[src/hw/rtl/ppt_pkg.sv]
// ---------------------------------------------------------------------------
// ppt_pkg: shared definitions for the pointer position tracker
// Field widths, clamp limits, register indexes and the default precision.
// ---------------------------------------------------------------------------
`timescale 1ns / 1ps

package ppt_pkg;

   // default number of fraction bits in the position accumulators
   localparam int DEFAULT_FRACTION_BITS = 16;

   // payload widths
   localparam int DELTA_W   = 16;
   localparam int BUTTON_W  = 8;
   localparam int WHEEL_W   = 8;
   localparam int WSUM_W    = 16;
   localparam int POS_X_W   = 9;
   localparam int POS_Y_W   = 8;

   // configuration port
   localparam int CSR_INDEX_W = 2;
   localparam int CSR_DATA_W  = 4;
   localparam int DIV_W       = 4;

   localparam logic [CSR_INDEX_W-1:0] REG_SENSITIVITY = 2'd0;
   localparam logic [CSR_INDEX_W-1:0] REG_WIDE_TIMING = 2'd1;

   // request kinds
   localparam logic MODE_REPORT = 1'b0;
   localparam logic MODE_QUERY  = 1'b1;

   // response status codes
   localparam logic STATUS_OK      = 1'b0;
   localparam logic STATUS_NO_PTR  = 1'b1;

   // screen limits, absolute offset and divisor range
   localparam logic [POS_X_W-1:0] X_LIMIT    = 9'd319;
   localparam logic [POS_Y_W-1:0] Y_LIMIT    = 8'd199;
   localparam logic [6:0]         ABS_OFFSET = 7'd32;
   localparam logic [DIV_W-1:0]   DIV_MIN    = 4'd1;
   localparam logic [DIV_W-1:0]   DIV_MAX    = 4'd8;
   localparam logic [DIV_W-1:0]   DIV_RESET  = 4'd4;

   // wheel readout limits
   localparam logic signed [WSUM_W-1:0] WHEEL_OUT_MAX = 16'sd127;
   localparam logic signed [WSUM_W-1:0] WHEEL_OUT_MIN = -16'sd128;

endpackage

[src/hw/rtl/pointer_position_tracker.sv]
// ---------------------------------------------------------------------------
// pointer_position_tracker: pointer position accumulator and query port
// Tracks a fixed-point pointer position from relative or absolute reports
// and answers position queries with position, buttons and wheel motion.
// ---------------------------------------------------------------------------
`timescale 1ns / 1ps

// One request beat is taken per clock unless stalled. Reports update the
// position, button and wheel state in the cycle they are accepted and return
// nothing, but absolute ones with a negative coordinate are dropped. A query
// returns one response beat in the next cycle. Reports are never stalled; a
// query is stalled only while the response register holds an untaken beat
// that is itself stalled. The per-beat work is one 16 x (FRACTION_BITS+1)
// multiply by a constant reciprocal of the sensitivity divisor plus a
// clamped add, all between the request port and the state and response
// registers. Sensitivity writes of 0 act as 1 and writes above 8 act as 8.
module pointer_position_tracker #(
   parameter int FRACTION_BITS = ppt_pkg::DEFAULT_FRACTION_BITS
) (
   input  logic                                    clock,
   input  logic                                    reset,
   // request channel
   input  logic                                    req_valid,
   output logic                                    req_stall,
   input  logic                                    req_mode,
   input  logic signed [ppt_pkg::DELTA_W-1:0]      req_delta_x,
   input  logic signed [ppt_pkg::DELTA_W-1:0]      req_delta_y,
   input  logic        [ppt_pkg::BUTTON_W-1:0]     req_button_mask,
   input  logic signed [ppt_pkg::WHEEL_W-1:0]      req_wheel_delta,
   input  logic                                    req_absolute,
   // response channel
   output logic                                    rsp_valid,
   input  logic                                    rsp_stall,
   output logic                                    rsp_status,
   output logic        [ppt_pkg::POS_X_W-1:0]      rsp_pos_x,
   output logic        [ppt_pkg::POS_Y_W-1:0]      rsp_pos_y,
   output logic        [ppt_pkg::BUTTON_W-1:0]     rsp_buttons,
   output logic signed [ppt_pkg::WHEEL_W-1:0]      rsp_wheel,
   // configuration write channel
   input  logic                                    csr_valid,
   output logic                                    csr_ready,
   input  logic        [ppt_pkg::CSR_INDEX_W-1:0]  csr_index,
   input  logic        [ppt_pkg::CSR_DATA_W-1:0]   csr_wdata
);
   import ppt_pkg::*;

   // position widths and derived constants
   localparam int XW  = FRACTION_BITS + POS_X_W;       // x accumulator
   localparam int YW  = FRACTION_BITS + POS_Y_W;       // y accumulator
   localparam int RW  = FRACTION_BITS + 1;             // reciprocal
   localparam int PW  = DELTA_W + RW + 1;              // signed product
   localparam int SW  = PW + 1;                        // signed sum
   localparam int ONE = 1 << FRACTION_BITS;

   localparam logic [XW-1:0] X_MAX = {X_LIMIT, {FRACTION_BITS{1'b0}}};
   localparam logic [YW-1:0] Y_MAX = {Y_LIMIT, {FRACTION_BITS{1'b0}}};

   // round-half-up reciprocals of divisors 1..8, indexed by divisor - 1
   localparam logic [RW-1:0] RECIP_TABLE [8] = '{
      RW'(ONE),
      RW'((ONE + 1) / 2),
      RW'((ONE + 1) / 3),
      RW'((ONE + 2) / 4),
      RW'((ONE + 2) / 5),
      RW'((ONE + 3) / 6),
      RW'((ONE + 3) / 7),
      RW'((ONE + 4) / 8)
   };

   // configuration registers
   logic [DIV_W-1:0] sens_ff;
   logic             wide_ff;

   // tracker state
   logic        [XW-1:0]       x_pos_ff, x_pos_in;
   logic        [YW-1:0]       y_pos_ff, y_pos_in;
   logic        [BUTTON_W-1:0] buttons_ff, buttons_in;
   logic signed [WSUM_W-1:0]   wheel_sum_ff, wheel_sum_in;
   logic                       seen_ff, seen_in;

   // response register
   logic                       rsp_valid_ff, rsp_valid_in;
   logic                       rsp_status_ff, rsp_status_in;
   logic        [POS_X_W-1:0]  rsp_pos_x_ff, rsp_pos_x_in;
   logic        [POS_Y_W-1:0]  rsp_pos_y_ff, rsp_pos_y_in;
   logic        [BUTTON_W-1:0] rsp_buttons_ff, rsp_buttons_in;
   logic signed [WHEEL_W-1:0]  rsp_wheel_ff, rsp_wheel_in;

   // datapath
   logic                       req_fire;
   logic                       is_report;
   logic                       is_query;
   logic                       abs_drop;
   logic        [DIV_W-1:0]    div_clamped;
   logic        [2:0]          recip_idx;
   logic signed [PW-1:0]       recip_ext;
   logic signed [PW-1:0]       dx_ext, dy_ext;
   logic signed [PW-1:0]       prod_x, prod_y;
   logic signed [SW-1:0]       sum_x, sum_y;
   logic        [XW-1:0]       x_rel;
   logic        [YW-1:0]       y_rel;
   logic signed [DELTA_W:0]    ax, ay;
   logic        [DELTA_W-2:0]  hx, hy;
   logic        [POS_X_W-1:0]  cx;
   logic        [POS_Y_W-1:0]  cy;
   logic signed [WSUM_W:0]     wheel_acc;
   logic signed [WSUM_W-1:0]   wheel_sat;
   logic signed [WHEEL_W-1:0]  wheel_out;

   // handshakes: only a query can be held up by a blocked response
   assign req_stall = rsp_valid_ff & rsp_stall & (req_mode == MODE_QUERY);
   assign req_fire  = req_valid & ~req_stall;
   assign is_report = req_fire & (req_mode == MODE_REPORT);
   assign is_query  = req_fire & (req_mode == MODE_QUERY);
   assign csr_ready = 1'b1;

   // configuration writes
   always_ff @(posedge clock) begin
      if (reset) begin
         sens_ff <= DIV_RESET;
         wide_ff <= 1'b0;
      end else if (csr_valid && csr_ready) begin
         if (csr_index == REG_SENSITIVITY) begin
            sens_ff <= csr_wdata[DIV_W-1:0];
         end
         if (csr_index == REG_WIDE_TIMING) begin
            wide_ff <= csr_wdata[0];
         end
      end
   end

   // divisor clamp and reciprocal lookup
   always_comb begin
      priority if (sens_ff < DIV_MIN) begin
         div_clamped = DIV_MIN;
      end else if (sens_ff > DIV_MAX) begin
         div_clamped = DIV_MAX;
      end else begin
         div_clamped = sens_ff;
      end
      recip_idx = 3'(div_clamped - DIV_MIN);
      recip_ext = PW'(RECIP_TABLE[recip_idx]);
   end

   // relative step: scaled delta added to the position, then clamped
   always_comb begin
      dx_ext = {{(PW-DELTA_W){req_delta_x[DELTA_W-1]}}, req_delta_x};
      dy_ext = {{(PW-DELTA_W){req_delta_y[DELTA_W-1]}}, req_delta_y};
      prod_x = dx_ext * recip_ext;
      prod_y = dy_ext * recip_ext;
      sum_x  = signed'({{(SW-XW){1'b0}}, x_pos_ff}) + {prod_x[PW-1], prod_x};
      sum_y  = signed'({{(SW-YW){1'b0}}, y_pos_ff}) + {prod_y[PW-1], prod_y};
      priority if (sum_x < 0) begin
         x_rel = '0;
      end else if (sum_x > signed'({{(SW-XW){1'b0}}, X_MAX})) begin
         x_rel = X_MAX;
      end else begin
         x_rel = sum_x[XW-1:0];
      end
      priority if (sum_y < 0) begin
         y_rel = '0;
      end else if (sum_y > signed'({{(SW-YW){1'b0}}, Y_MAX})) begin
         y_rel = Y_MAX;
      end else begin
         y_rel = sum_y[YW-1:0];
      end
   end

   // absolute step: offset (not x if wide), halve toward zero, screen clamp
   always_comb begin
      ax = {req_delta_x[DELTA_W-1], req_delta_x}
         - (wide_ff ? '0 : signed'((DELTA_W+1)'(ABS_OFFSET)));
      ay = {req_delta_y[DELTA_W-1], req_delta_y}
         - signed'((DELTA_W+1)'(ABS_OFFSET));
      // negative values halve to zero or below and clamp to zero
      hx = ax[DELTA_W] ? '0 : ax[DELTA_W-1:1];
      hy = ay[DELTA_W] ? '0 : ay[DELTA_W-1:1];
      cx = (hx > (DELTA_W-1)'(X_LIMIT)) ? X_LIMIT : hx[POS_X_W-1:0];
      cy = (hy > (DELTA_W-1)'(Y_LIMIT)) ? Y_LIMIT : hy[POS_Y_W-1:0];
      abs_drop = req_absolute & (req_delta_x[DELTA_W-1] | req_delta_y[DELTA_W-1]);
   end

   // wheel accumulate with 16-bit saturation, and 8-bit readout clamp
   always_comb begin
      wheel_acc = {wheel_sum_ff[WSUM_W-1], wheel_sum_ff}
                + {{(WSUM_W+1-WHEEL_W){req_wheel_delta[WHEEL_W-1]}}, req_wheel_delta};
      priority if (wheel_acc[WSUM_W] != wheel_acc[WSUM_W-1]) begin
         wheel_sat = wheel_acc[WSUM_W] ? {1'b1, {(WSUM_W-1){1'b0}}}
                                       : {1'b0, {(WSUM_W-1){1'b1}}};
      end else begin
         wheel_sat = wheel_acc[WSUM_W-1:0];
      end
      priority if (wheel_sum_ff > WHEEL_OUT_MAX) begin
         wheel_out = WHEEL_OUT_MAX[WHEEL_W-1:0];
      end else if (wheel_sum_ff < WHEEL_OUT_MIN) begin
         wheel_out = WHEEL_OUT_MIN[WHEEL_W-1:0];
      end else begin
         wheel_out = wheel_sum_ff[WHEEL_W-1:0];
      end
   end

   // next state and response
   always_comb begin
      x_pos_in       = x_pos_ff;
      y_pos_in       = y_pos_ff;
      buttons_in     = buttons_ff;
      wheel_sum_in   = wheel_sum_ff;
      seen_in        = seen_ff;
      rsp_valid_in   = rsp_valid_ff & rsp_stall;
      rsp_status_in  = rsp_status_ff;
      rsp_pos_x_in   = rsp_pos_x_ff;
      rsp_pos_y_in   = rsp_pos_y_ff;
      rsp_buttons_in = rsp_buttons_ff;
      rsp_wheel_in   = rsp_wheel_ff;

      if (is_report && !abs_drop) begin
         if (req_absolute) begin
            x_pos_in = {cx, {FRACTION_BITS{1'b0}}};
            y_pos_in = {cy, {FRACTION_BITS{1'b0}}};
         end else begin
            x_pos_in = x_rel;
            y_pos_in = y_rel;
         end
         buttons_in   = req_button_mask;
         wheel_sum_in = wheel_sat;
         seen_in      = 1'b1;
      end

      if (is_query) begin
         rsp_valid_in = 1'b1;
         if (seen_ff) begin
            rsp_status_in  = STATUS_OK;
            rsp_pos_x_in   = x_pos_ff[XW-1:FRACTION_BITS];
            rsp_pos_y_in   = y_pos_ff[YW-1:FRACTION_BITS];
            rsp_buttons_in = buttons_ff;
            rsp_wheel_in   = wheel_out;
            wheel_sum_in   = '0;
         end else begin
            rsp_status_in  = STATUS_NO_PTR;
            rsp_pos_x_in   = '0;
            rsp_pos_y_in   = '0;
            rsp_buttons_in = '0;
            rsp_wheel_in   = '0;
         end
      end
   end

   // control and state registers
   always_ff @(posedge clock) begin
      if (reset) begin
         x_pos_ff     <= '0;
         y_pos_ff     <= '0;
         buttons_ff   <= '0;
         wheel_sum_ff <= '0;
         seen_ff      <= 1'b0;
         rsp_valid_ff <= 1'b0;
      end else begin
         x_pos_ff     <= x_pos_in;
         y_pos_ff     <= y_pos_in;
         buttons_ff   <= buttons_in;
         wheel_sum_ff <= wheel_sum_in;
         seen_ff      <= seen_in;
         rsp_valid_ff <= rsp_valid_in;
      end
   end

   // response payload
   always_ff @(posedge clock) begin
      rsp_status_ff  <= rsp_status_in;
      rsp_pos_x_ff   <= rsp_pos_x_in;
      rsp_pos_y_ff   <= rsp_pos_y_in;
      rsp_buttons_ff <= rsp_buttons_in;
      rsp_wheel_ff   <= rsp_wheel_in;
   end

   assign rsp_valid   = rsp_valid_ff;
   assign rsp_status  = rsp_status_ff;
   assign rsp_pos_x   = rsp_pos_x_ff;
   assign rsp_pos_y   = rsp_pos_y_ff;
   assign rsp_buttons = rsp_buttons_ff;
   assign rsp_wheel   = rsp_wheel_ff;

   // checks
   a_pos_in_range: assert property (@(posedge clock) disable iff (reset)
      (x_pos_ff <= X_MAX) && (y_pos_ff <= Y_MAX))
      else $error("position accumulator outside the screen");

   a_wheel_cleared: assert property (@(posedge clock) disable iff (reset)
      (is_query && seen_ff) |=> (wheel_sum_ff == '0))
      else $error("wheel sum not cleared after a query");

   // a report may land while the no-pointer beat still waits, so only the
   // payload is checked here
   a_no_ptr_zero: assert property (@(posedge clock) disable iff (reset)
      (rsp_valid_ff && rsp_status_ff == STATUS_NO_PTR) |->
         (rsp_pos_x_ff == '0 && rsp_pos_y_ff == '0 && rsp_buttons_ff == '0
          && rsp_wheel_ff == '0))
      else $error("no-pointer response carries data");

   a_stall_needs_beat: assert property (@(posedge clock) disable iff (reset)
      req_stall |-> rsp_valid_ff)
      else $error("request stalled with an empty response register");

endmodule
[config.mk]
export PLATFORM = sky130hd
export DESIGN_NAME = pointer_position_tracker
export DESIGN_NICKNAME = d
export VERILOG_FILES = /design/src/hw/rtl/ppt_pkg.sv /design/src/hw/rtl/pointer_position_tracker.sv
export SDC_FILE = /design/constraint.sdc
export NUM_CORES = 1
export LEC_CHECK = 0
export BUFFER_PORTS_ARGS = -buffer_cell sky130_fd_sc_hd__buf_2
export CAP_MARGIN = 20
export CELL_PAD_IN_SITES_DETAIL_PLACEMENT = 2
export CELL_PAD_IN_SITES_GLOBAL_PLACEMENT = 2
export CORE_UTILIZATION = 44
export DETAILED_ROUTE_END_ITERATION = 12
export GPL_TIMING_DRIVEN = 0
export PLACE_DENSITY_LB_ADDON = 0.1
export SETUP_SLACK_MARGIN = 0.2
export SLEW_MARGIN = 20
export SYNTH_ARGS = -nofsm -noshare
export SYNTH_HDL_FRONTEND = slang
export SYNTH_SLANG_ARGS = --single-unit
export TNS_END_PERCENT = 100
[constraint.sdc]
create_clock -name clock -period 27.1 [get_ports clock]
set_clock_uncertainty 0.15 [all_clocks]
set_input_delay 2.71 -clock clock [delete_from_list [all_inputs] [get_ports clock]]
set_output_delay 2.71 -clock clock [all_outputs]
set_load 0.01 [all_outputs]
==> impl_metrics.ini, run 1 <==
[outcome]
status = finished clean

[worst_setup_path]
timing.rr.end = y_pos_ff[10]$_SDFFE_PP0P_
ff2ff_path_depth = 30
cp_common_cell = fa_1
r2r-start = sens_ff[1]$_SDFFE_PP0P_
slowest_delay_ns = 0.96
r2r_setup_slack_ns = 14.28
crit_start = sens_ff[1]$_SDFFE_PP0P_
slowest_stage = clkbuf_1
required_ns = 27.36
startpoint_type = flop
critical_path_peak_fanout = 10
critPathKind = reg -> reg
end_kind = flop
arrival_ns = 13.08

[cts]
numClockSinks = 114
post-cts-setup-buffers = 0
path_clk_slew_ns = 0.07
cts_tree = done
htreeDepth = 4
clock-root-buffer = clkbuf_16
cts.repair.resized = 0
ctsHoldBuffers = 0
clockBufferDepth = 2
cts_buffers = 17
clk_latency_ns = 0.47

[detailed_routing]
drt-total-wl_um = 111000
vias_per_cell = 5.82
via_count = 22792
drtIter0Drc = 1500
wl_per_cell_um = 28.4
drcViolationCount = 0
drtAntennaViolNets = 0
drt_pass1_iterations = 5

[layout]
area_growth_syn_to_layout_pct = 8.00
utilization = 0.481
final_cells = 3918
finish.instance_area_um2 = 28400
num-nets-final = 3946
drive_gt1_frac = 0.0550
antenna_cells = 0

[sta]
rsz0062_at_grt = no
hold_violations = 0
max_freq_ghz = 0.0780
period_minus_slack_ns = 12.82
fin_crit_sh = 0.473
maxSlewViolCount = 0
relSlewSlack = 0.190
setup_tns_ns = 0
finalSetupViolations = 0
tightest_slew_ns = 1.21

[logic_synthesis]
synth_edf_count = 34
seq_area_frac_synth = 0.0997
synth_top_cells_by_count = 697 x inv_1, 462 x fa_1, 291 x ha_1
synth_cell_type_count = 89
synth_area_per_cell_um2 = 8.71
synthesis.area_um2 = 26300
dominantRegCellSynth = dfxtp_1
synthCells = 3017
synthesis.nets = 3831
yosysTopAreaCell = fa_1
yosysMostFrequentCell = inv_1
ys_ff_latch = 114
synth_area_leaders = fa_1 35%, ha_1 14%, inv_1 10%
synth_async_sr_flop_share = 0
yosysWarningCount = 0
synth_top_area_frac = 0.352

[global_routing]
overflow = 0
antenna_found_initial = 8
grt_max_degree = 26
grt_usage = 0.376
grt_pass1_vias = 26034
grt_pass1_wl_um = 165000

[placement]
gp_congestion = 1.05
hpwl_um = 94300
port_buffers = 92
placed_area_um2 = 27800
place_inst = 3886

[floorplan]
pin_count = 98
dieArea_um2 = 60700
rows = 89
initial_utilization = 0.445
core_area_um2 = 59000
die_h_um = 246
die-width_um = 246

[power]
power_density_nw_per_um2 = 66.9
p_leak_nw = 14.7
ir_drop_mv = 0.0604

[worst_hold_path]
whs_path_depth = 2
whs_endpoint = buttons_ff[2]$_SDFFE_PP0P_
min_from = buttons_ff[2]$_SDFFE_PP0P_
hold_class = reg -> reg

[flow_run]
max_cap_violations = 0
[area by class of cell]
type | instances | area (um2)
multi-input combinational | 2079 | 20600
tap | 773 | 967
clock inverter | 15 | 168
clock buffer | 17 | 425
buffer | 124 | 490
inverter | 700 | 2630
sequential | 114 | 2620
fill | 6567 | 30600
timing repair buffer | 96 | 508
[state kept, by name, summed over array words and instances, names as in the netlist, 4 cells and up]
name,count
x_pos_ff,25
y_pos_ff,24
wheel_sum_ff,16
rsp_pos_x,9
buttons_ff,8
rsp_buttons,8
rsp_pos_y,8
rsp_wheel,8
sens_ff,4
[how the worst max path moves through the flow]
stage	end	depth (start not counted)
3_5_place_dp	y_pos_ff[10]$_SDFFE_PP0P_	30
3_3_place_gp	y_pos_ff[10]$_SDFFE_PP0P_	26
2_1_floorplan	y_pos_ff[10]$_SDFFE_PP0P_	26
5_1_grt	y_pos_ff[10]$_SDFFE_PP0P_	30
4_1_cts	y_pos_ff[10]$_SDFFE_PP0P_	30
6_report	y_pos_ff[10]$_SDFFE_PP0P_	30
[worst max-delay path: cells and delay by family (launching register included)]
kind / cells / cell delay, ns
adder cells (fa/ha/maj): 9 / 4.02
AO/OA/AOI/OAI: 8 / 3.97
buffers and inverters: 7 / 2.04
AND/OR/NAND/NOR: 5 / 1.40
XOR/XNOR: 1 / 0.70
flip-flops: 1 / 0.39
[where the power goes]
group / total [mW] / switching (mW) / leakage [nW] / internal (mW)
clock network: 0.244 / 0.113 / 0.286 / 0.131
registers: 0.188 / 0.00609 / 0.982 / 0.182
logic: 1.47 / 0.980 / 13.4 / 0.488
[layer usage]
layer	global-route usage	up-vias	share of wire
li1	-	9757	-
met1	0.470	11997	0.40
met2	0.615	826	0.47
met3	0.104	206	0.090
met4	0.140	6	0.040
met5	0	-	0.00040
[kinds of logic (layout without fill, tap and decap cells)]
kind of cell	after synthesis	count (layout)	share of synthesized area
DFF	114	114	0.0997
and+or+nand+nor	826	826	0.155
other	1	1	0.000143
AOI/OAI and AO/OA	424	424	0.111
xor gates and xnor gates	64	64	0.0213
buffers and inverters	824	952	0.119
muxes	10	10	0.00381
adders and majority gates	754	754	0.491
[layout by cell type (no fill, tap or decap), types with 5 or more instances in the layout]
| cell | count |
|---|---|
| and3_1 | 62 |
| a22o_1 | 32 |
| a211oi_1 | 15 |
| or2_2 | 6 |
| or3_1 | 16 |
| inv_1 | 697 |
| mux2i_1 | 10 |
| nand4_1 | 18 |
| and2_1 | 121 |
| nor2b_1 | 34 |
| a31oi_1 | 15 |
| nand2b_1 | 29 |
| inv_6 | 5 |
| nor4_1 | 22 |
| o211ai_1 | 13 |
| buf_2 | 99 |
| xnor2_1 | 34 |
| clkbuf_16 | 17 |
| nand2_1 | 271 |
| clkbuf_1 | 109 |
| edfxtp_1 | 34 |
| o21ai_0 | 73 |
| dfxtp_1 | 80 |
| a21oi_1 | 107 |
| xor2_1 | 30 |
| a21o_1 | 33 |
| fa_1 | 462 |
| nor3_1 | 30 |
| o21a_1 | 25 |
| a211o_1 | 12 |
| o21bai_1 | 13 |
| o211a_1 | 5 |
| a2111oi_0 | 7 |
| nand3_1 | 29 |
| ha_1 | 291 |
| nor2_1 | 161 |
| o22ai_1 | 9 |
[through the flow]
stage / power [mW] / setup slack, ns / hold slack (ns)
after floorplan: 1.12 / 17.50 / 0.282
after global routing: 2.04 / 14.23 / 0.338
after CTS: 1.90 / 14.37 / 0.312
final: 1.90 / 14.28 / 0.310
after global placement: 1.56 / 14.68 / 0.288
after detailed placement: 1.64 / 14.46 / 0.310
(Power assumes the default switching activity.)
==> run 2, diff against run 1 <==
--- a/config.mk
+++ b/config.mk
@@ -9,7 +9,7 @@
 export CAP_MARGIN = 20
 export CELL_PAD_IN_SITES_DETAIL_PLACEMENT = 2
 export CELL_PAD_IN_SITES_GLOBAL_PLACEMENT = 2
-export CORE_UTILIZATION = 44
+export CORE_UTILIZATION = 37
 export DETAILED_ROUTE_END_ITERATION = 12
 export GPL_TIMING_DRIVEN = 0
 export PLACE_DENSITY_LB_ADDON = 0.1
==> constraint.sdc (replaced) <==
create_clock -name clock -period 11.5 [get_ports clock]
set_clock_uncertainty 0.15 [all_clocks]
set_input_delay 1.15 -clock clock [delete_from_list [all_inputs] [get_ports clock]]
set_output_delay 1.15 -clock clock [all_outputs]
set_load 0.01 [all_outputs]
==> impl_metrics.ini, run 2 (synthesis gave the netlist of run 1 again) <==
[global_routing]
grt_pass1_wl_um = 159000
grt_usage = 0.306
grt_pass1_vias = 25167
grt_max_degree = 21
overflow = 0
antenna_found_initial = 12

[placement]
port_buffers = 92
hpwl_um = 91700
gp_congestion = 0.936

[layout]
utilization = 0.409
area_growth_syn_to_layout_pct = 9.02
regArea_um2 = 2620
reg.largest.list = x_pos_ff (25), y_pos_ff (24), wheel_sum_ff (16)
drive_gt1_frac = 0.0610
num-nets-final = 3951
fillers = 7914
largest_register_ffs = 25
layout_common_cells = 697 x inv_1, 462 x fa_1, 291 x ha_1
multi_input_area_um2 = 20600
layout_commonest_cell = inv_1
regMostFlops = x_pos_ff

[detailed_routing]
vias_per_cell = 5.41
drtAntennaViolNets = 0
wl_per_cell_um = 26.0
drt_pass1_iterations = 5
drcViolationCount = 0
via_count = 22139
drtIter0Drc = 1356
drt-total-wl_um = 107000

[sta]
finalSetupViolations = 0
period_minus_slack_ns = 11.18
relSlewSlack = 0.228
hold_violations = 0
fin_crit_sh = 0.972
tightest_slew_ns = 1.16
max_freq_ghz = 0.0894
maxSlewViolCount = 0
hold_ws_ns = 0.303
rsz0062_at_grt = no

[cts]
clockBufferDepth = 2
cts_buffers = 17
clock-root-buffer = clkbuf_16
numClockSinks = 114
cts_tree = done
clk_latency_ns = 0.50
path_clk_slew_ns = 0.09
htreeDepth = 4

[worst_hold_path]
hold_class = reg -> reg

[worst_setup_path]
end_kind = flop
startpoint_type = flop
slowest_stage = clkbuf_1
slowest_delay_ns = 0.64
required_ns = 11.69
critical_path_peak_fanout = 10
cp_common_cell = fa_1
arrival_ns = 11.37
critPathKind = reg -> reg
worst-path-buf-inv = 10
cp_top_family = adder cells

[power]
power_density_nw_per_um2 = 154
p_leak_nw = 14.7
ir_drop_mv = 0.143

[floorplan]
dieArea_um2 = 72100
rows = 97
pin_count = 98
core_area_um2 = 70100
initial_utilization = 0.375
die-width_um = 269
die_h_um = 269

[flow_run]
max_cap_violations = 0

[outcome]
status = finished clean
run 2: changes by cell type in the layout (fill, tap and decap cells not counted), moves of 3 or more:
| cell | delta |
|---|---|
| buf_4 | +4 |
| clkbuf_2 | +10 |
| clkinv_2 | +3 |
| clkbuf_1 | -10 |
| inv_8 | -4 |
| diode_2 | +3 |
run 2: tightest hold or removal path: stages, from the launching register on:
cell and delay (ns):
dfxtp_1 0.31, nand2_1 0.05, a21oi_1 0.05
run 2: worst paths after layout:
check	cells after the start	end	start	slack, ns
worst max register to register	32	y_pos_ff[16]$_SDFFE_PP0P_	sens_ff[1]$_SDFFE_PP0P_	0.32
worst max-delay path	32	y_pos_ff[16]$_SDFFE_PP0P_	sens_ff[1]$_SDFFE_PP0P_	0.32
worst min register to register	2	buttons_ff[4]$_SDFFE_PP0P_	buttons_ff[4]$_SDFFE_PP0P_	0.30
worst min-delay path	2	buttons_ff[4]$_SDFFE_PP0P_	buttons_ff[4]$_SDFFE_PP0P_	0.30
run 2: what timing repair did:
action,4_1_cts,5_1_grt
pin swaps,1,1
gates resized for setup,12,9
hold buffers,0,0
gates cloned,0,0
endpoints found under the setup margin,49,45
setup buffers,4,2
run 2: cell type report:
cell class,count,area share
repair buffers,101,0.0195
clock inverters,14,0.00445
diodes,3,0.000262
well taps,940,0.0410
plain buffers,124,0.0178
flip-flops and latches,114,0.0915
clock buffers,18,0.0153
inverters,700,0.0917
multi-input cells,2079,0.718
run 2: through the flow:
| step | power [mW] | setup TNS [ns] | instance area (um2) | std cells | setup WS, ns |
|---|---|---|---|---|---|
| CTS | 4.43 | 0 | 28600 | 4088 | 0.233 |
| detailed placement | 3.82 | -26.18 | 28000 | 4052 | -0.805 |
| global route | 4.80 | 0 | 28700 | 4091 | 0.209 |
| global placement | 3.73 | -17.29 | 27900 | 4049 | -0.567 |
| finish | 4.41 | 0 | 28700 | 4093 | 0.320 |
| floorplan | 2.65 | 0 | 26300 | 3017 | 2.81 |
run 2: report_power, final:
part	switching, mW	total (mW)	internal (mW)	leakage, nW
registers	0.0141	0.442	0.428	0.982
clock network	0.259	0.564	0.305	0.278
logic	2.27	3.40	1.13	13.5
total	2.54	4.41	1.87	14.7
run 2: routing by layer:
layer | part of all wire | GRT usage | vias to the layer above
met5 | 0.00044 | 0 | -
met4 | 0.029 | 0.0915 | 8
met3 | 0.077 | 0.0794 | 142
met2 | 0.46 | 0.495 | 645
met1 | 0.43 | 0.399 | 11585
li1 | - | - | 9759
==> run 3, diff against run 2 <==
--- a/config.mk
+++ b/config.mk
@@ -5,11 +5,12 @@
 export SDC_FILE = /design/constraint.sdc
 export NUM_CORES = 1
 export LEC_CHECK = 0
+export ABC_AREA = 1
 export BUFFER_PORTS_ARGS = -buffer_cell sky130_fd_sc_hd__buf_2
 export CAP_MARGIN = 20
 export CELL_PAD_IN_SITES_DETAIL_PLACEMENT = 2
 export CELL_PAD_IN_SITES_GLOBAL_PLACEMENT = 2
-export CORE_UTILIZATION = 37
+export CORE_UTILIZATION = 35
 export DETAILED_ROUTE_END_ITERATION = 12
 export GPL_TIMING_DRIVEN = 0
 export PLACE_DENSITY_LB_ADDON = 0.1
==> impl_metrics.ini, run 3 <==
[layout]
layout_common_cells = 991 x inv_1, 731 x nand2_1, 467 x nor2_1
regArea_um2 = 2620
area_growth_syn_to_layout_pct = 8.62
num-nets-final = 4595
utilization = 0.387
drive_gt1_frac = 0.0488
multi_input_area_um2 = 20500
final_cells = 4825
fillers = 9164
regMostFlops = x_pos_ff
reg.largest.list = x_pos_ff (25), y_pos_ff (24), wheel_sum_ff (16)
finish.instance_area_um2 = 29600
layout_commonest_cell = inv_1
largest_register_ffs = 25

[cts]
path_clk_slew_ns = 0.06
clock-root-buffer = clkbuf_16
clockBufferDepth = 2
htreeDepth = 4
cts_buffers = 17
numClockSinks = 114
cts_tree = done
clk_latency_ns = 0.46

[worst_setup_path]
slowest_delay_ns = 0.88
end_kind = flop
startpoint_type = flop
critPathKind = reg -> reg
slowest_stage = nor2_1
cp_common_cell = nand2_1
critical_path_peak_fanout = 10
arrival_ns = 11.09
required_ns = 11.74

[power]
pwr-share-seq = 0.058
combPwrFrac = 0.865
switching_share = 0.622
power.clock.fraction = 0.077
total_power_mw = 7.73
ir_drop_mv = 0.210
p_leak_nw = 16.3
p_int_mw = 2.92
power.switching_mw = 4.81
power_density_nw_per_um2 = 261

[logic_synthesis]
dominantRegCellSynth = dfxtp_1
synth_async_sr_flop_share = 0
synth_area_leaders = fa_1 34%, inv_1 14%, ha_1 13%
synthesis.area_um2 = 27300
seq_area_frac_synth = 0.0962
yosysTopAreaCell = fa_1
synth_area_per_cell_um2 = 7.39
yosysMostFrequentCell = inv_1
yosysWarningCount = 0
synth_edf_count = 34
synth_top_cells_by_count = 992 x inv_1, 731 x nand2_1, 469 x nor2_1
synthCells = 3686
synthesis.nets = 4500
synth_top_area_frac = 0.339
ys_ff_latch = 114
synth_cell_type_count = 47

[global_routing]
grt_max_degree = 17
grt_usage = 0.291
overflow = 0
antenna_found_initial = 7
grt_pass1_vias = 27064
grt_pass1_wl_um = 167000

[detailed_routing]
drtAntennaViolNets = 0
drcViolationCount = 0
drtIter0Drc = 1436
wl_met3_um = 9300
top_layer = met5
wl_per_cell_um = 23.0
drt-total-wl_um = 111000
drt_pass1_iterations = 5
via_count = 24419
routedLengthMet1_um = 50600
vias_per_cell = 5.06
dr_wl_met2_um = 49000

[floorplan]
die_h_um = 281
die-width_um = 281
initial_utilization = 0.357
core_area_um2 = 76500
pin_count = 98
rows = 101
dieArea_um2 = 79000

[placement]
gp_congestion = 0.970
hpwl_um = 96400
dpl_worst_slack_ns = -0.343
placed_area_um2 = 29000
port_buffers = 72
place_inst = 4792

[sta]
fin_crit_sh = 0.943
maxSlewViolCount = 0
period_minus_slack_ns = 10.85
hold_violations = 0
finalWorstSetupSlack_ns = 0.655
rsz0062_at_grt = no
hold_ws_ns = 0.320
tightest_slew_ns = 1.19
relSlewSlack = 0.209
setup_tns_ns = 0
finalSetupViolations = 0
max_freq_ghz = 0.0922

[flow_run]
max_cap_violations = 0

[outcome]
status = finished clean

[worst_hold_path]
hold_class = reg -> reg
run 3: changes by cell type in the layout (fill, tap and decap cells not counted), sizes merged, moves of 25 or more:
cell,before,now
clkbuf,129,102
a21oi,108,133
nand2b,29,0
nand3,29,100
nand4,18,43
and2,123,0
a22o,32,0
nand2,271,741
a21o,33,4
inv,703,1001
nor2,161,492
nor2b,34,0
and3,63,2
o21a,26,0
run 3: layout make-up:
| cell class | instances | area share |
|---|---|---|
| diodes | 1 | 0.0000845 |
| plain buffers | 94 | 0.0135 |
| clock buffers | 23 | 0.0161 |
| clock inverters | 9 | 0.00516 |
| inverters | 1012 | 0.128 |
| multi-input cells | 2466 | 0.691 |
| flip-flops and latches | 114 | 0.0886 |
| well taps | 1030 | 0.0435 |
| repair buffers | 76 | 0.0134 |
run 3: metal layers:
layer  vias up  track usage
met5         -            0
met4         6       0.0598
met3       121       0.0754
met2       697        0.453
met1     12508        0.403
li1      11087            -
run 3: repair_timing:
action | in CTS | in global routing
setup endpoints to repair | 41 | 41
hold buffers | 0 | 0
gates resized for setup | 3 | 3
buffers inserted | 0 | 0
run 3: final timing paths:
| check | end | depth (start not counted) | slack [ns] | from |
|---|---|---|---|---|
| setup / recovery | x_pos_ff[15]$_SDFFE_PP0P_ | 38 | 0.65 | sens_ff[0]$_SDFFE_PP0P_ |
| setup reg to reg | x_pos_ff[15]$_SDFFE_PP0P_ | 38 | 0.65 | sens_ff[0]$_SDFFE_PP0P_ |
| hold reg to reg | x_pos_ff[15]$_SDFFE_PP0P_ | 2 | 0.32 | x_pos_ff[15]$_SDFFE_PP0P_ |
| hold / removal | x_pos_ff[15]$_SDFFE_PP0P_ | 2 | 0.32 | x_pos_ff[15]$_SDFFE_PP0P_ |
run 3: worst max-delay path: cells and delay by family (launching register included):
family / cells / cell delay [ns]
AOI/OAI and AO/OA: 3 / 1.01
adders and majority gates: 9 / 3.71
buffers and inverters: 10 / 1.98
DFF: 1 / 0.31
and+or+nand+nor: 16 / 3.58
run 3: kinds of logic (layout without fill, tap and decap cells):
group           count (synthesis)  in the layout  synth area share
xor+xnor                       28             28           0.00900
other cells                     1              2          0.000138
flops                         114            114            0.0962
simple gates                 1422           1422             0.215
compound gates                262            262            0.0528
fa+ha+maj                     753            753             0.473
buf+inv                      1106           1214             0.154
run 3: power by group through the flow:
stage               combinational [mW]  sequential [mW]  clock [mW]
global placement                  6.53            0.453           0
detailed placement                6.69            0.453           0
global route                      7.57            0.446       0.626
finish                            6.68            0.445       0.598
floorplan                         4.56            0.448           0
CTS                               6.75            0.445       0.617
